$ cat src/rtl/core/blt_pkg.sv
// Package for the bounded logit transform: types, constants and stage records.
// No dependencies.
`default_nettype none
package blt_pkg;
    localparam int FRAC_BITS = 16;
    localparam int NSQ = 32;                      // fraction bits of log2
    localparam int LAT = NSQ + 6;                 // pipeline depth of the back part
    localparam logic [31:0] LN2_Q32 = 32'hB17217F8;
    localparam logic [1:0] ST_OK = 2'd0;
    localparam logic [1:0] ST_NUDGE = 2'd1;
    localparam logic [1:0] ST_INVALID = 2'd2;
    localparam logic [0:0] REG_EDGE_NUDGE = 1'b0;

    // classified item handed from front to back
    typedef struct packed {
        logic        ok;
        logic [1:0]  status;
        logic [32:0] num;     // x-a, positive when ok
        logic [32:0] den;     // b-x, positive when ok
    } t_item;

    // one log2 lane in flight
    typedef struct packed {
        logic [5:0]  e;
        logic [32:0] m;
        logic [31:0] frac;
    } t_lg;
endpackage
`default_nettype wire

$ cat src/rtl/core/blt_front.sv
// Front part: classify an item against its bounds and apply the edge nudge.
// Depends on blt_pkg.
`default_nettype none
module blt_front (
    input  wire                   i_clk,
    input  wire                   i_rst_n,
    input  wire                   i_start,
    input  wire signed [31:0]     i_x,
    input  wire signed [31:0]     i_a,
    input  wire signed [31:0]     i_b,
    input  wire [15:0]            i_nudge,
    output logic                  o_vld,
    output blt_pkg::t_item        o_item
);
    logic signed [33:0] xn;
    logic signed [33:0] n, d;
    blt_pkg::t_item n_item;
    blt_pkg::t_item r_item;
    logic r_vld;

    always_comb begin
        n_item = '0;
        n_item.status = blt_pkg::ST_INVALID;
        xn = {{2{i_x[31]}}, i_x};
        n = '0;
        d = '0;
        if (!(i_a >= i_b || i_x < i_a || i_x > i_b)) begin
            n_item.status = blt_pkg::ST_OK;
            if (i_x == i_a) begin
                xn = xn + $signed({18'd0, i_nudge});
                n_item.status = blt_pkg::ST_NUDGE;
            end else if (i_x == i_b) begin
                xn = xn - $signed({18'd0, i_nudge});
                n_item.status = blt_pkg::ST_NUDGE;
            end
            n = xn - {{2{i_a[31]}}, i_a};
            d = {{2{i_b[31]}}, i_b} - xn;
            if (n <= 0 || d <= 0) begin
                n_item.status = blt_pkg::ST_INVALID;
            end else begin
                n_item.ok = 1'b1;
                n_item.num = n[32:0];
                n_item.den = d[32:0];
            end
        end
    end

    always_ff @(posedge i_clk) begin
        if (!i_rst_n) begin
            r_vld <= 1'b0;
        end else begin
            r_vld <= i_start;
        end
        r_item <= n_item;
    end

    assign o_vld = r_vld;
    assign o_item = r_item;
endmodule
`default_nettype wire

$ cat config.mk
export PLATFORM = sky130hd
export DESIGN_NAME = blt_front
export DESIGN_NICKNAME = d
export VERILOG_FILES = /design/src/rtl/core/blt_pkg.sv /design/src/rtl/core/blt_front.sv
export SDC_FILE = /design/constraint.sdc
export NUM_CORES = 1
export LEC_CHECK = 0
export BUFFER_PORTS_ARGS = -buffer_cell sky130_fd_sc_hd__buf_2
export CORE_UTILIZATION = 59
export DETAILED_ROUTE_END_ITERATION = 10
export PLACE_DENSITY_LB_ADDON = 0.05
export SETUP_SLACK_MARGIN = 0.02
export SYNTH_ARGS = -nofsm -noshare
export SYNTH_HDL_FRONTEND = slang
export SYNTH_SLANG_ARGS = --single-unit
export TNS_END_PERCENT = 50
$ cat constraint.sdc
create_clock -name i_clk -period 7.8 [get_ports i_clk]
set_input_delay 0.39 -clock i_clk [delete_from_list [all_inputs] [get_ports i_clk]]
set_output_delay 0.39 -clock i_clk [all_outputs]
set_load 0.1 [all_outputs]
Yosys cells after proc, flatten, opt, wreduce, memory -nomap -nowiden

Index checks and enable logic that the tools add are counted.

Register bits after elaboration: 70
Output and inout port bits: 70
Word-level logic and storage cells: 26

Add/sub/neg operators: 4
$lt $le $gt $ge: 5
Equality and inequality tests: 2
Mux-type cells: 6
Reduce and logical (&&, ||, !) cells: 4

Operator list:

| kind                | number |
|---|---|
| $mux 34             | 3 |
| $le 34x1->1 const B | 2 |
| $sub 34x34->34      | 2 |
| $eq 32x32->1        | 2 |
| $add 32x17->33      | 1 |
| $sub 32x17->33      | 1 |
| $ge 32x32->1        | 1 |
| $gt 32x32->1        | 1 |
| $lt 32x32->1        | 1 |
| $logic_or 1x1->1    | 3 |
| $mux 1              | 3 |
| $reduce_or 2->1     | 1 |

Depth between registers and ports, before layout

Word-level depth: 8
Depth in mapped cells: 28

Worst setup path after synthesis

OpenSTA, ideal clock, no wires.

Kind: in2reg
Start: input i_x[0]
End: register r_item (netlist bit o_item[41])
Library setup time: 0.127 ns
Arrival time: 5.604 ns
Setup slack: 2.069 ns
Cell stages on the path: 28
Cell sequence: ha_1 > inv_1 > fa_1 > o21bai_1 > a21oi_1 > o21a_1 > nor3_1 > a211o_1 > o31ai_1 > o31a_1 > or4_1 > o31ai_1 > xor2_1 > inv_1 > ha_1 > clkbuf_1 > a21o_1 > a31oi_1 > o21ai_0 > and3_1 > o21a_1 > o221a_2 > o31ai_1 > xor2_1 > nand4_2 > nand2_2 > buf_4 > nor2_1

Word-level cells in the longest chain between the ends: 8
Elaborated cells between the ends (all ways): 17
Those cells by class: add/sub: 4; order compare: 4; eq/ne: 2; mux: 3; reduce/logical: 4

Ends and longest elaborated chain:

| element                                               | line                             | source |
|---|---|---|
| from (decl)                                           | blt_front.sv:8                   | `input wire signed [31:0] i_x,` |
| $sub 32x17->33 / $eq 32x32->1 (equally long branches) | blt_front.sv:33, blt_front.sv:32 |  |
| $mux 34                                               | blt_front.sv:32                  | `end else if (i_x == i_b) begin` |
| $mux 34                                               | blt_front.sv:29                  | `if (i_x == i_a) begin` |
| $mux 34                                               | blt_front.sv:27                  | `if (!(i_a >= i_b \|\| i_x < i_a \|\| i_x > i_b)) begin` |
| $sub 34x34->34 (on tied branches)                     | blt_front.sv:36, blt_front.sv:37 |  |
| $le 34x1->1                                           | blt_front.sv:38                  | `if (n <= 0 \|\| d <= 0) begin` |
| $logic_or 1x1->1                                      | blt_front.sv:38                  |  |
| $reduce_or 2->1 (no source line)                      | -                                |  |
| to (signal assigned)                                  | blt_front.sv:54                  | `r_item <= n_item;` |
| to (decl)                                             | blt_front.sv:18                  | `blt_pkg::t_item r_item;` |

Parallel ways exist; a longest one is shown, timed or not. The select of a mux whose other input is x is not followed.
A chain may end at the register's enable or synchronous reset.

Worst setup path in the final report

Start: input i_x[0]
End: register r_item (netlist bit o_item[43])

The elaborated chain is that of the path after synthesis.

==> out/summary.log <==
INFO  die            placementRows=49
INFO  synth          synth_area_per_cell=7.37um2
INFO  power_and_ir_drop leakage=6.19nW
INFO  worst_setup_path path_common_cell=sky130_fd_sc_hd__o31ai_1
INFO  layout         fraction_of_layout_cells_with_a_size_suffix_above_1=14.7%
INFO  timing         timing.setup.tns=0ps
INFO  clock_tree     cts-root-to-sink-buffers=2
INFO  layout         area_growth=13.0%
INFO  global_routing globalRouteTotalUtil=36.8%
INFO  worst_setup_path timing_worst_setup_path_type=input port to register
INFO  synth          synth_common_cells=sky130_fd_sc_hd__ha_1, sky130_fd_sc_hd__nor2_1, sky130_fd_sc_hd__inv_1
INFO  synth          synth_most_common_cell=sky130_fd_sc_hd__ha_1
INFO  detailed_routing route.detailed.vias_per_inst=6.28
INFO  clock_tree     numCtsBuffers=9
INFO  placement      numPortBuffers=184
INFO  timing         holdWs=255ps
INFO  detailed_routing routed-via-count=11700
INFO  detailed_routing detail_route.wirelength=35200um
INFO  synth          synth.net_count=1783
INFO  die            floorplan.die.height=137um
INFO  power_and_ir_drop vdd_drop_max=252uV
INFO  timing         finalSetupViolCount=0
INFO  layout         antenna_diode_count=0
INFO  placement      placed_area=0.0119mm2
INFO  worst_setup_path critical_path_buf_inv_count=3
INFO  clock_tree     cts.sinks=70
INFO  detailed_routing firstDrtPassIters=5
INFO  worst_hold_path hp-class=input port to register
INFO  layout         finish.utilization=68.2%
INFO  power_and_ir_drop power_per_cell_area=145mW/mm2
INFO  timing         max-slew-margin-rel=44.2%
INFO  synth          synth.top_cell.area_share=22.4%
INFO  synth          ys_warn_count=0
INFO  worst_setup_path critical-path-top-delay-family=compound AO/OA/AOI/OAI gates
INFO  die            fp.dieW=137um
INFO  clock_tree     cts_tree=yes
INFO  layout         final_design_area_excluding_fillers=0.0122mm2
INFO  synth          yosys-top-cells-area=sky130_fd_sc_hd__ha_1, sky130_fd_sc_hd__dfxtp_1, sky130_fd_sc_hd__a21oi_1
INFO  synth          fraction_of_registers_with_async_set_reset=0%
INFO  timing         worst_pin_slew=834ps
INFO  synth          synth.largest_area_cell=sky130_fd_sc_hd__ha_1
INFO  placement      post_dp_hpwl=30100um
INFO  detailed_routing wire_length_per_cell_after_detailed_routing=18.9um
INFO  synth          synth_enable_flop_cells=0
INFO  die            initial_utilization=60.3%
INFO  worst_setup_path critical_path_required=7990ps
INFO  die            die-area=0.0189mm2
INFO  timing         final-max-slew-violation-count=0
INFO  outcome        status=finished clean
INFO  run            cap_viol_max_count=0
INFO  detailed_routing detailedRoute.firstIterationViolations=994
INFO  die            boundaryPins=185
INFO  timing         final.min_clock_period=6760ps
INFO  clock_tree     cts_resized=0
INFO  layout         final_net_count=1943
INFO  synth          syn-instance-count=1470
INFO  clock_tree     post_cts_buffers=0
INFO  layout         instances_no_fill=1864
INFO  die            fp.coreArea=0.0180mm2
INFO  worst_setup_path crit_path_top_delay_cell=sky130_fd_sc_hd__or4_1
INFO  timing         max_freq=148MHz
INFO  global_routing via_count_of_the_first_global_routing_pass=10400
INFO  worst_setup_path worst-path-max-fanout=27
INFO  detailed_routing detail_route.drc_violations=0
INFO  timing         min_period_over_period=86.7%
INFO  worst_setup_path cpPeakStageDelay=520ps
INFO  global_routing grt_pass1_wl=53900um
INFO  clock_tree     ctsHoldBuffers=0
INFO  global_routing grt_antenna_before_repair=1
INFO  synth          netlist_area=0.0108mm2
INFO  clock_tree     cts_htree_levels=3
INFO  global_routing grt_remaining_overflow=0
INFO  synth          synth.distinct_cells=86
INFO  placement      placed_cells_incl_taps=1848
INFO  synth          synth_seq_area_share=12.9%
INFO  synth          flip_flop_and_latch_count_after_synthesis=70
INFO  worst_setup_path worstSetupStartpointType=input port
INFO  worst_setup_path worst-endpoint-arrival=6950ps
INFO  clock_tree     clk_root_buffer_cell=sky130_fd_sc_hd__clkbuf_16
INFO  synth          dominantRegCellSynth=sky130_fd_sc_hd__dfxtp_1
INFO  clock_tree     clk_pin_slew_worst_paths=60ps
INFO  global_routing grt_start_max_net_pins=36
INFO  timing         hold_violations=0
INFO  detailed_routing antenna_left=0
INFO  worst_setup_path critPathCaptureType=register
INFO  placement      routabilityCongestion=0.974
INFO  timing         setup_repair_after_global_routing_missed_its_margin=false
-- kinds of logic after synthesis --
family                     Yosys count  share of synthesized area [%]
muxes                                7                          0.670
and+or+nand+nor                    491                           22.7
DFF                                 70                           12.9
AOI/OAI and AO/OA                  447                           27.5
buffers and inverters              173                           6.28
xor gates and xnor gates            84                           6.79
adders and majority gates          198                           23.1
-- layer usage --
metal / up-vias / global-route usage (%) / part of all wire [%]
li1: 5690 / - / -
met1: 5380 / 53.3 / 46
met2: 576 / 56.3 / 43
met3: 59 / 4.23 / 8.9
met4: 0 / 11.1 / 2.4
met5: - / 0 / 0
-- worst paths after layout --
path | slack (ps) | startpoint | depth (start not counted) | end
setup / recovery | 1040 | i_x[0] | 27 | o_item[43]
hold / removal | 260 | i_start | 2 | o_vld
-- sequential cells by signal, indices dropped and copies added, names as in the netlist --
name,cells
o_vld,1
o_item,69
-- cells in the final DEF, fill, tap and decap left out, drive strengths merged, types with 5 or more instances in the layout --
cell type | netlist | routed
o21ai | 77 | 77
nor3 | 38 | 38
nor4 | 11 | 11
nor2 | 161 | 161
or3 | 12 | 12
and2 | 7 | 7
o31ai | 13 | 13
a31oi | 16 | 16
o211ai | 8 | 8
or2 | 6 | 6
ha | 194 | 194
nand2b | 13 | 13
buf | 11 | 194
nand4 | 41 | 41
o21a | 31 | 31
nor3b | 7 | 7
a2111oi | 5 | 5
mux2i | 5 | 5
a31o | 6 | 6
a21oi | 123 | 123
nand3 | 31 | 31
nor2b | 24 | 24
a211o | 8 | 8
a311oi | 5 | 5
inv | 128 | 131
or4 | 5 | 5
a211oi | 11 | 11
nor4b | 5 | 5
a21o | 68 | 68
a22oi | 6 | 6
o21bai | 14 | 14
nand2 | 88 | 88
and3 | 21 | 21
xor2 | 30 | 30
xnor2 | 54 | 54
o31a | 6 | 6
clkbuf | 34 | 9
o22ai | 14 | 14
dfxtp | 70 | 70
-- layout make-up --
cell class | count | area [um2]
Multi-Input combinational cell | 1227 | 8750
Fill cell | 1624 | 5720
Inverter | 128 | 480
Timing Repair Buffer | 194 | 996
Clock buffer | 9 | 225
Sequential cell | 70 | 1400
Tap cell | 229 | 287
Clock inverter | 7 | 105
-- power by group --
part,switching [mW],internal [mW]
combinational,0.622,0.319
clock,0.167,0.285
sequential,0.00394,0.375
-- stage by stage --
stage	total power [mW]	worst slack [ps]
final	1.77	1040
after global routing	1.87	689
after CTS	1.75	1140
after detailed placement	1.30	913
after global placement	1.29	1120
after floorplan	1.07	2070
Note: power is estimated with default switching activity, not from simulation.
