File: config.mk
export PLATFORM = sky130hd
export DESIGN_NAME = blt_queue
export DESIGN_NICKNAME = d
export VERILOG_FILES = /design/src/rtl/core/blt_pkg.sv /design/src/rtl/core/blt_queue.sv
export SDC_FILE = /design/constraint.sdc
export NUM_CORES = 1
export LEC_CHECK = 0
export BUFFER_PORTS_ARGS = -buffer_cell sky130_fd_sc_hd__buf_4
export CELL_PAD_IN_SITES_DETAIL_PLACEMENT = 1
export CELL_PAD_IN_SITES_GLOBAL_PLACEMENT = 2
export CORE_MARGIN = 2
export CORE_UTILIZATION = 35
export CTS_CLUSTER_SIZE = 10
export DETAILED_ROUTE_END_ITERATION = 10
export PLACE_DENSITY = 0.74
export SYNTH_ARGS = -nofsm -noshare
export SYNTH_HDL_FRONTEND = slang
export SYNTH_SLANG_ARGS = --single-unit
File: constraint.sdc
create_clock -name i_clk -period 6.1 [get_ports i_clk]
set_input_delay 0.61 -clock i_clk [delete_from_list [all_inputs] [get_ports i_clk]]
set_output_delay 0.61 -clock i_clk [all_outputs]
set_load 0.01 [all_outputs]
File: src/rtl/core/blt_pkg.sv
// Package for the bounded logit transform: types, constants and stage records.
// No dependencies.
`default_nettype none
package blt_pkg;
    localparam int FRAC_BITS = 16;
    localparam int NSQ = 32;                      // fraction bits of log2
    localparam int LAT = NSQ + 6;                 // pipeline depth of the back part
    localparam logic [31:0] LN2_Q32 = 32'hB17217F8;
    localparam logic [1:0] ST_OK = 2'd0;
    localparam logic [1:0] ST_NUDGE = 2'd1;
    localparam logic [1:0] ST_INVALID = 2'd2;
    localparam logic [0:0] REG_EDGE_NUDGE = 1'b0;

    // classified item handed from front to back
    typedef struct packed {
        logic        ok;
        logic [1:0]  status;
        logic [32:0] num;     // x-a, positive when ok
        logic [32:0] den;     // b-x, positive when ok
    } t_item;

    // one log2 lane in flight
    typedef struct packed {
        logic [5:0]  e;
        logic [32:0] m;
        logic [31:0] frac;
    } t_lg;
endpackage
`default_nettype wire

File: src/rtl/core/blt_queue.sv
// Short two-entry queue between front and back parts.
// Depends on blt_pkg.
`default_nettype none
module blt_queue (
    input  wire                   i_clk,
    input  wire                   i_rst_n,
    input  wire                   i_push,
    input  blt_pkg::t_item        i_item,
    output logic                  o_vld,
    output blt_pkg::t_item        o_item
);
    // back part never stalls, so pop whenever an entry is there
    blt_pkg::t_item r_mem [2];
    logic r_wp, r_rp;
    logic [1:0] r_cnt;

    always_ff @(posedge i_clk) begin
        if (!i_rst_n) begin
            r_wp <= 1'b0;
            r_rp <= 1'b0;
            r_cnt <= '0;
        end else begin
            if (i_push) r_wp <= ~r_wp;
            if (r_cnt != 2'd0) r_rp <= ~r_rp;
            r_cnt <= r_cnt + {1'b0, i_push} - {1'b0, r_cnt != 2'd0};
        end
        if (i_push) r_mem[r_wp] <= i_item;
    end

    assign o_vld = (r_cnt != 2'd0);
    assign o_item = r_mem[r_rp];
endmodule
`default_nettype wire

# ---- After elaboration in Yosys (flattened, before gate mapping)
# Memories as Yosys holds them, arrays and structs flattened. A register that Yosys moved wholly into a read port is not among the register bits.
# Index checks and enable logic that the tools add are counted.
dict set report word_totals {
  reg_bits 4
  ram_bits 138
  elab_cells 13
  mem_count 1
}
# name words width read_ports rd_ports_with_merged_regs write_ports line_no
set mem_list {}
lappend mem_list {r_mem 2 69 1 1 1 blt_queue.sv:13} ;# blt_pkg::t_item r_mem [2];
dict set report classes {
  add_sub_neg 2
  mux 4
  bitwise 2
  n_reduce_logical 1
}
# op n
set op_table {}
lappend op_table {{1-bit 2-to-1 mux} 4}
lappend op_table {{2-bit by 1-bit adder with 2-bit output} 1}
lappend op_table {{1-bit inverter} 2}
lappend op_table {{2-bit nonzero test} 1}
lappend op_table {{2-bit by 1-bit subtractor with 2-bit output} 1}

# ---- Depth between registers and ports, before layout
# Gate-level depths: netlist of the first run.
dict set report logic_depth {
  ltp_word 3
  depth_mapped 4
  mapped_depth_nobuf 4
}

# ---- Least setup slack after synthesis of the first run
# No wires, ideal clock.
dict set report synth_timing {
  path_type {input port to flip-flop}
  from {input port i_push}
  to {memory r_mem[0][0] in the netlist's numbering, enable pin}
  arrival_time_ns 3.669
  required_time_ns 5.594
  slack_ns 1.926
  path_stages 1
  path_buffers 0
  path_cell_list {nor2b_1}
}
dict set report synth_via {
  elab_chain_len 2
}
# element line_no
set synth_lines {}
lappend synth_lines {{start: declaration} blt_queue.sv:7} ;# input wire i_push,
lappend synth_lines {{1-bit 2-to-1 mux} blt_queue.sv:27} ;# if (i_push) r_mem[r_wp] <= i_item;
lappend synth_lines {{1-bit 2-to-1 mux (not written as such)} blt_queue.sv:27}
lappend synth_lines {{end: declaration} blt_queue.sv:13}
# Every way passes these cells.

==> impl_metrics.sql, run 1 <==
INSERT INTO impl_metrics (metric_group, metric, value, unit) VALUES
('clocking', 'post_cts_resize_count', '0', ''),
('global_route', 'grt_first_pass_wirelength', '15550', 'µm'),
('clocking', 'tritoncts', 'built', ''),
('pwr', 'power.leakage', '2.678', 'nW'),
('yosys', 'yosysMostFrequentCell', 'sky130_fd_sc_hd__edfxtp_1', ''),
('worst_setup_path', 'critical_path.reg2reg.startpoint', 'r_wp', ''),
('drt', 'vias_per_cell', '4.520', ''),
('worst_setup_path', 'cp.depth', '2', ''),
('clocking', 'clk_root_buffer_cell', 'sky130_fd_sc_hd__clkbuf_16', ''),
('sta', 'worst_pin_slew', '1006', 'ps'),
('global_route', 'via_count_of_the_first_global_routing_pass', '2993', ''),
('yosys', 'synthDominantCellAreaShare', '79.29', '%'),
('yosys', 'syn_avg_cell_area', '22.15', 'µm²'),
('worst_setup_path', 'critPathRequiredTime', '5490', 'ps'),
('cells_and_area', 'areaGrowthSynthToFinish', '35.82', '%'),
('cells_and_area', 'fillers', '1355', ''),
('floorplan', 'die_height', '126.2', 'µm'),
('global_route', 'grt_util_met2', '21.98', '%'),
('sta', 'max_freq', '0.3767', 'GHz'),
('clocking', 'cts_hold_repair.buffers', '0', ''),
('global_route', 'global_route.peak_usage_layer', 'met2', ''),
('hold_path', 'min_path_cells', '1', ''),
('worst_setup_path', 'critPathMaxFanout', '69', ''),
('global_route', 'grt_use_met3', '4.588', '%'),
('global_route', 'global_route.overflow_total', '0', ''),
('clocking', 'maximum_level_of_the_cts_h_tree', '4', ''),
('yosys', 'share_of_synthesized_area_occupied_by_flip_flops_and_latches', '81.21', '%'),
('cells_and_area', 'finalNetCount', '462', ''),
('global_route', 'groute.usage.overall', '13.01', '%'),
('sta', 'setup_total_negative_slack', '0', 'ps'),
('sta', 'period_needed', '2655', 'ps'),
('drt', 'route.final.wire_length', '9852', 'µm'),
('yosys', 'postSynth.topFlopCell', 'sky130_fd_sc_hd__edfxtp_1', ''),
('clocking', 'postCtsSetupRepairBufs', '0', ''),
('floorplan', 'standard_cell_rows', '44', ''),
('clocking', 'clk-insertion-delay-late', '410', 'ps'),
('cells_and_area', 'drive_gt1_share', '59.95', '%'),
('sta', 'final_setup_viols', '0', ''),
('yosys', 'synth.largest_area_cell', 'sky130_fd_sc_hd__edfxtp_1', ''),
('worst_setup_path', 'r2r.worst_path.cells', '2', ''),
('drt', 'drc_markers', '0', ''),
('sta', 'fin_worst_skew', '4.445', 'ps'),
('outcome', 'run_status', 'finished clean', ''),
('hold_path', 'holdCritStartpoint', 'i_item[55]', ''),
('drt', 'drt_iter0_drc', '86', ''),
('yosys', 'async_flop_share', '0', '%'),
('hold_path', 'hold_path.class', 'in2reg', ''),
('floorplan', 'core_area', '14530', 'µm²'),
('place', 'post-place-ws', '3679', 'ps'),
('worst_setup_path', 'worst-endpoint-arrival', '2040', 'ps'),
('yosys', 'synth_area', '5226', 'µm²'),
('place', 'routabilityCongestion', '0.6493', ''),
('worst_setup_path', 'crit_family', 'flip-flops', ''),
('cells_and_area', 'final_cell_count_no_fill', '586', ''),
('worst_setup_path', 'crit_path_start_kind', 'flip-flop', ''),
('place', 'detailed_place.area', '6474', 'µm²'),
('clocking', 'cts.reportedPaths.clkPinSlew', '60', 'ps'),
('yosys', 'synth_fp_nets', '309', ''),
('yosys', 'synthCells', '236', ''),
('worst_setup_path', 'worst_path_max_delay_cell', 'sky130_fd_sc_hd__dfxtp_4', ''),
('sta', 'fin_crit_sh', '43.52', '%'),
('worst_setup_path', 'timing.critical_path.buf_inv', '1', ''),
('floorplan', 'die_width', '126.2', 'µm'),
('yosys', 'netlist_top_cells_count', 'sky130_fd_sc_hd__edfxtp_1, sky130_fd_sc_hd__mux2_2, sky130_fd_sc_hd__mux2_4, sky130_fd_sc_hd__buf_2, sky130_fd_sc_hd__dfxtp_1', ''),
('worst_setup_path', 'setup.worst_path.class', 'reg2out', ''),
('place', 'place_hpwl', '6204', 'µm'),
('worst_setup_path', 'worstPathCellList', 'mux2_2 -> buf_4', ''),
('clocking', 'cts.path.max_buffers', '2', ''),
('sta', 'final-max-slew-violation-count', '0', ''),
('floorplan', 'floorplan.io_pins', '142', ''),
('yosys', 'synth_cell_type_count', '18', '');
cell usage in the layout (no fill, tap or decap):
cell type,count
sky130_fd_sc_hd__and3_1,2
sky130_fd_sc_hd__nand2_1,2
sky130_fd_sc_hd__ha_1,1
sky130_fd_sc_hd__inv_6,1
sky130_fd_sc_hd__or2_2,1
sky130_fd_sc_hd__and2_1,1
sky130_fd_sc_hd__edfxtp_1,138
sky130_fd_sc_hd__nand2b_1,1
sky130_fd_sc_hd__buf_4,142
sky130_fd_sc_hd__nor2b_4,1
sky130_fd_sc_hd__mux2i_1,1
sky130_fd_sc_hd__and2_4,1
sky130_fd_sc_hd__clkbuf_1,1
sky130_fd_sc_hd__dfxtp_4,1
sky130_fd_sc_hd__clkinvlp_4,1
sky130_fd_sc_hd__bufinv_16,5
sky130_fd_sc_hd__clkinv_2,2
sky130_fd_sc_hd__nor2b_1,2
sky130_fd_sc_hd__or3_1,1
sky130_fd_sc_hd__dfxtp_1,4
sky130_fd_sc_hd__clkinv_1,5
sky130_fd_sc_hd__mux2_4,10
sky130_fd_sc_hd__mux2_2,59
sky130_fd_sc_hd__o21a_1,1
sky130_fd_sc_hd__clkbuf_16,17
sky130_fd_sc_hd__o21ai_0,1
layer usage:
layer | up-vias | wire, µm
met5 | - | 0
met4 | 0 | 199
met3 | 16 | 544
met2 | 90 | 5041
met1 | 1303 | 4066
li1 | 1240 | -
final cells by class:
type	count	area (µm²)	area share (%)
Sequential cell	143	4248	59.84
Timing Repair Buffer	142	1066	15.02
Multi-Input combinational cell	85	929.6	13.10
Clock buffer	18	429.2	6.046
Tap cell	184	230.2	3.243
Clock inverter	14	195.2	2.750
logic make-up after synthesis:
family / Yosys count / share of synthesized area, %
compound gates: 2 / 0.2394
fa+ha+maj: 1 / 0.2394
buf+inv: 8 / 1.197
flops: 143 / 81.21
mux: 70 / 15.78
simple gates: 12 / 1.341
worst reg2reg max path, stage by stage, from the launching register on:
cell and delay (ps):
sky130_fd_sc_hd__dfxtp_1 340, sky130_fd_sc_hd__nor2b_4 480, sky130_fd_sc_hd__buf_4 670
final timing paths:
| check | end | slack (ps) |
|---|---|---|
| worst min register to register | r_cnt[1] | 520 |
| worst max-delay path | o_item[53] | 3450 |
| worst min-delay path | r_mem[0][55] | 380 |
| worst max register to register | r_mem[0][32] | 4180 |
power breakdown:
part	internal, mW	leakage (nW)	switching (mW)
logic	0.121	1.04	0.0860
registers	1.13	1.34	0.0240
clock network	0.717	0.302	0.377
sequential cells by signal (all words and copies together), names as in the netlist, named ones only:
register / count
r_cnt: 2
r_rp: 1
r_mem: 138
r_wp: 1
(Power assumes the default switching activity.)
==> run 2, diff against run 1 <==
==> constraint.sdc (replaced) <==
create_clock -name i_clk -period 2.8 [get_ports i_clk]
set_input_delay 0.28 -clock i_clk [delete_from_list [all_inputs] [get_ports i_clk]]
set_output_delay 0.28 -clock i_clk [all_outputs]
set_load 0.01 [all_outputs]
==> impl_metrics.sql, run 2 (synthesis results as in run 1) <==
INSERT INTO impl_metrics (metric_group, metric, value, unit) VALUES
('outcome', 'run_status', 'finished clean', ''),
('worst_setup_path', 'setup.worst_path.class', 'reg2out', ''),
('worst_setup_path', 'critPathMaxFanout', '36', ''),
('cells_and_area', 'areaGrowthSynthToFinish', '38.02', '%'),
('cells_and_area', 'finalNetCount', '465', ''),
('global_route', 'via_count_of_the_first_global_routing_pass', '2997', ''),
('sta', 'timing.final.ws_setup', '561.6', 'ps'),
('floorplan', 'overall_die_area', '15930', 'µm²'),
('worst_setup_path', 'crit_path_start_kind', 'flip-flop', ''),
('floorplan', 'initial_core_util', '35.96', '%'),
('pwr', 'power.leakage', '2.733', 'nW'),
('worst_setup_path', 'critPathRequiredTime', '2520', 'ps'),
('hold_path', 'worst_hold_path.endpoint', 'r_mem[0][21]', ''),
('place', 'post-place-ws', '943.6', 'ps'),
('worst_setup_path', 'kind_of_capture_point_of_the_worst_setup_path', 'primary output', ''),
('cells_and_area', 'most-common-layout-cells', 'sky130_fd_sc_hd__buf_4, sky130_fd_sc_hd__edfxtp_1, sky130_fd_sc_hd__mux2_2, sky130_fd_sc_hd__clkbuf_16, sky130_fd_sc_hd__mux2_4', ''),
('place', 'routabilityCongestion', '0.6928', ''),
('drt', 'detailedRoute.firstPassIterationCount', '4', ''),
('hold_path', 'min_path_cells', '1', ''),
('clocking', 'clock_buffer_count_from_cts', '17', ''),
('worst_setup_path', 'r2r-end', 'r_mem[1][24]', ''),
('clocking', 'clk_root_buffer_cell', 'sky130_fd_sc_hd__clkbuf_16', ''),
('global_route', 'groute.usage.overall', '13.23', '%'),
('drt', 'vias_per_cell', '4.515', ''),
('worst_setup_path', 'worst-endpoint-arrival', '1960', 'ps'),
('drt', 'ant_nets', '0', ''),
('cells_and_area', 'drive_gt1_share', '61.44', '%'),
('floorplan', 'core_area', '14530', 'µm²'),
('sta', 'final_setup_viols', '0', ''),
('cells_and_area', 'max_ffs_per_register', '138', ''),
('job', 'max_capacitance_violation_count', '0', ''),
('drt', 'vias', '2646', ''),
('drt', 'route.final.wire_length', '10110', 'µm'),
('cells_and_area', 'sequential_cell_area', '4248', 'µm²'),
('cells_and_area', 'top_register', 'r_mem', ''),
('sta', 'hold_viol', '0', ''),
('cells_and_area', 'final_core_utilization', '49.63', '%'),
('clocking', 'cts.path.max_buffers', '2', ''),
('cells_and_area', 'fillers', '1347', ''),
('sta', 'period_needed', '2238', 'ps'),
('floorplan', 'standard_cell_rows', '44', ''),
('global_route', 'global_route.overflow_total', '0', ''),
('sta', 'final-max-slew-violation-count', '0', ''),
('global_route', 'grt_start_max_net_pins', '46', ''),
('clocking', 'numClockSinks', '143', ''),
('floorplan', 'floorplan.io_pins', '142', ''),
('sta', 'max_freq', '0.4467', 'GHz'),
('clocking', 'cts_hold_repair.buffers', '0', ''),
('floorplan', 'die_width', '126.2', 'µm'),
('clocking', 'post_cts_resize_count', '0', ''),
('place', 'place_hpwl', '6640', 'µm'),
('sta', 'fin_crit_sh', '79.94', '%'),
('pwr', 'overall_power', '5.624', 'mW'),
('clocking', 'clk-insertion-delay-late', '410', 'ps'),
('sta', 'grt_setup_unrepaired', 'false', ''),
('clocking', 'postCtsSetupRepairBufs', '0', ''),
('hold_path', 'hold_path.class', 'in2reg', ''),
('hold_path', 'holdCritStartpoint', 'i_item[21]', ''),
('worst_setup_path', 'setup.reg_to_reg.worst_slack', '1200', 'ps'),
('drt', 'wl_per_cell', '17.25', 'µm'),
('cells_and_area', 'multiInputGateArea', '929.6', 'µm²'),
('drt', 'drc_markers', '0', ''),
('cells_and_area', 'antennaDiodeCount', '0', ''),
('sta', 'timing.max_slew.rel_slack', '55.52', '%'),
('floorplan', 'die_height', '126.2', 'µm'),
('pwr', 'irDropWorstVdd', '0.0004077', 'V'),
('clocking', 'cts.reportedPaths.clkPinSlew', '60', 'ps'),
('pwr', 'power_density', '779.6', 'nW/µm²'),
('cells_and_area', 'final_common_cell', 'sky130_fd_sc_hd__buf_4', ''),
('cells_and_area', 'biggestRegsByFlops', 'r_mem x138, r_cnt x2', ''),
('clocking', 'maximum_level_of_the_cts_h_tree', '4', ''),
('sta', 'fin_worst_skew', '5.323', 'ps'),
('sta', 'setup_total_negative_slack', '0', 'ps'),
('worst_setup_path', 'r2r.worst_path.cells', '2', ''),
('worst_setup_path', 'critical_path.reg2reg.startpoint', 'r_wp', ''),
('place', 'portbufs', '141', ''),
('clocking', 'tritoncts', 'built', ''),
('sta', 'worst_pin_slew', '667.2', 'ps'),
('global_route', 'grt_antenna_before_repair', '0', ''),
('drt', 'drt_iter0_drc', '123', ''),
('global_route', 'grt_first_pass_wirelength', '15710', 'µm');
[run 2: cell count changes in the layout (fill, tap and decap cells not counted)]
| cell | delta |
|---|---|
| sky130_fd_sc_hd__bufinv_16 | +3 |
| sky130_fd_sc_hd__inv_6 | -1 |
| sky130_fd_sc_hd__buf_12 | +2 |
| sky130_fd_sc_hd__clkbuf_1 | -1 |
| sky130_fd_sc_hd__buf_4 | +1 |
| sky130_fd_sc_hd__clkinv_4 | +1 |
| sky130_fd_sc_hd__clkinv_1 | -5 |
[run 2: cell type report]
type | count | share of cell area, %
well taps | 184 | 3.192
multi-input cells | 85 | 12.89
clock buffers | 17 | 5.898
clock inverters | 12 | 3.695
flip-flops and latches | 143 | 58.89
repair buffers | 145 | 15.44
[run 2: how the worst max path moves through the flow]
stage,startpoint,to,slack (ps),cells past startpoint
detailed placement,flip-flop,o_item[9],940,3
finish,flip-flop,o_item[17],560,3
floorplan,r_wp,r_mem[0][0],240,1
CTS,flip-flop,o_item[9],490,3
global route,flip-flop,o_item[9],430,3
global placement,flip-flop,o_item[9],940,3
[run 2: per-stage QoR]
stage	instances	cell area (µm²)	hold slack (ps)
finish	586	7213	49.94
global route	586	7213	21.97
CTS	586	7213	24.13
detailed placement	557	6521	467.5
global placement	557	6521	465.5
floorplan	236	5229	378.9
[run 2: power breakdown]
group | leakage (nW) | switching [mW] | internal, mW
sequential | 1.34 | 0.0394 | 2.47
combinational | 1.06 | 0.203 | 0.271
clock | 0.335 | 0.810 | 1.83
[run 2: critical path: stages (launching register included)]
cell	delay, ps
sky130_fd_sc_hd__dfxtp_4	700
sky130_fd_sc_hd__buf_12	300
sky130_fd_sc_hd__mux2_2	390
sky130_fd_sc_hd__buf_4	150
[run 2: per-layer routing]
layer  part of all wire (%)  global-route usage [%]  vias to the layer above
li1                       -                       -                     1245
met1                     40                   14.93                     1297
met2                     52                   22.49                       91
met3                    5.7                   4.673                       13
met4                    1.8                   6.206                        0
met5                      0                       0                        -
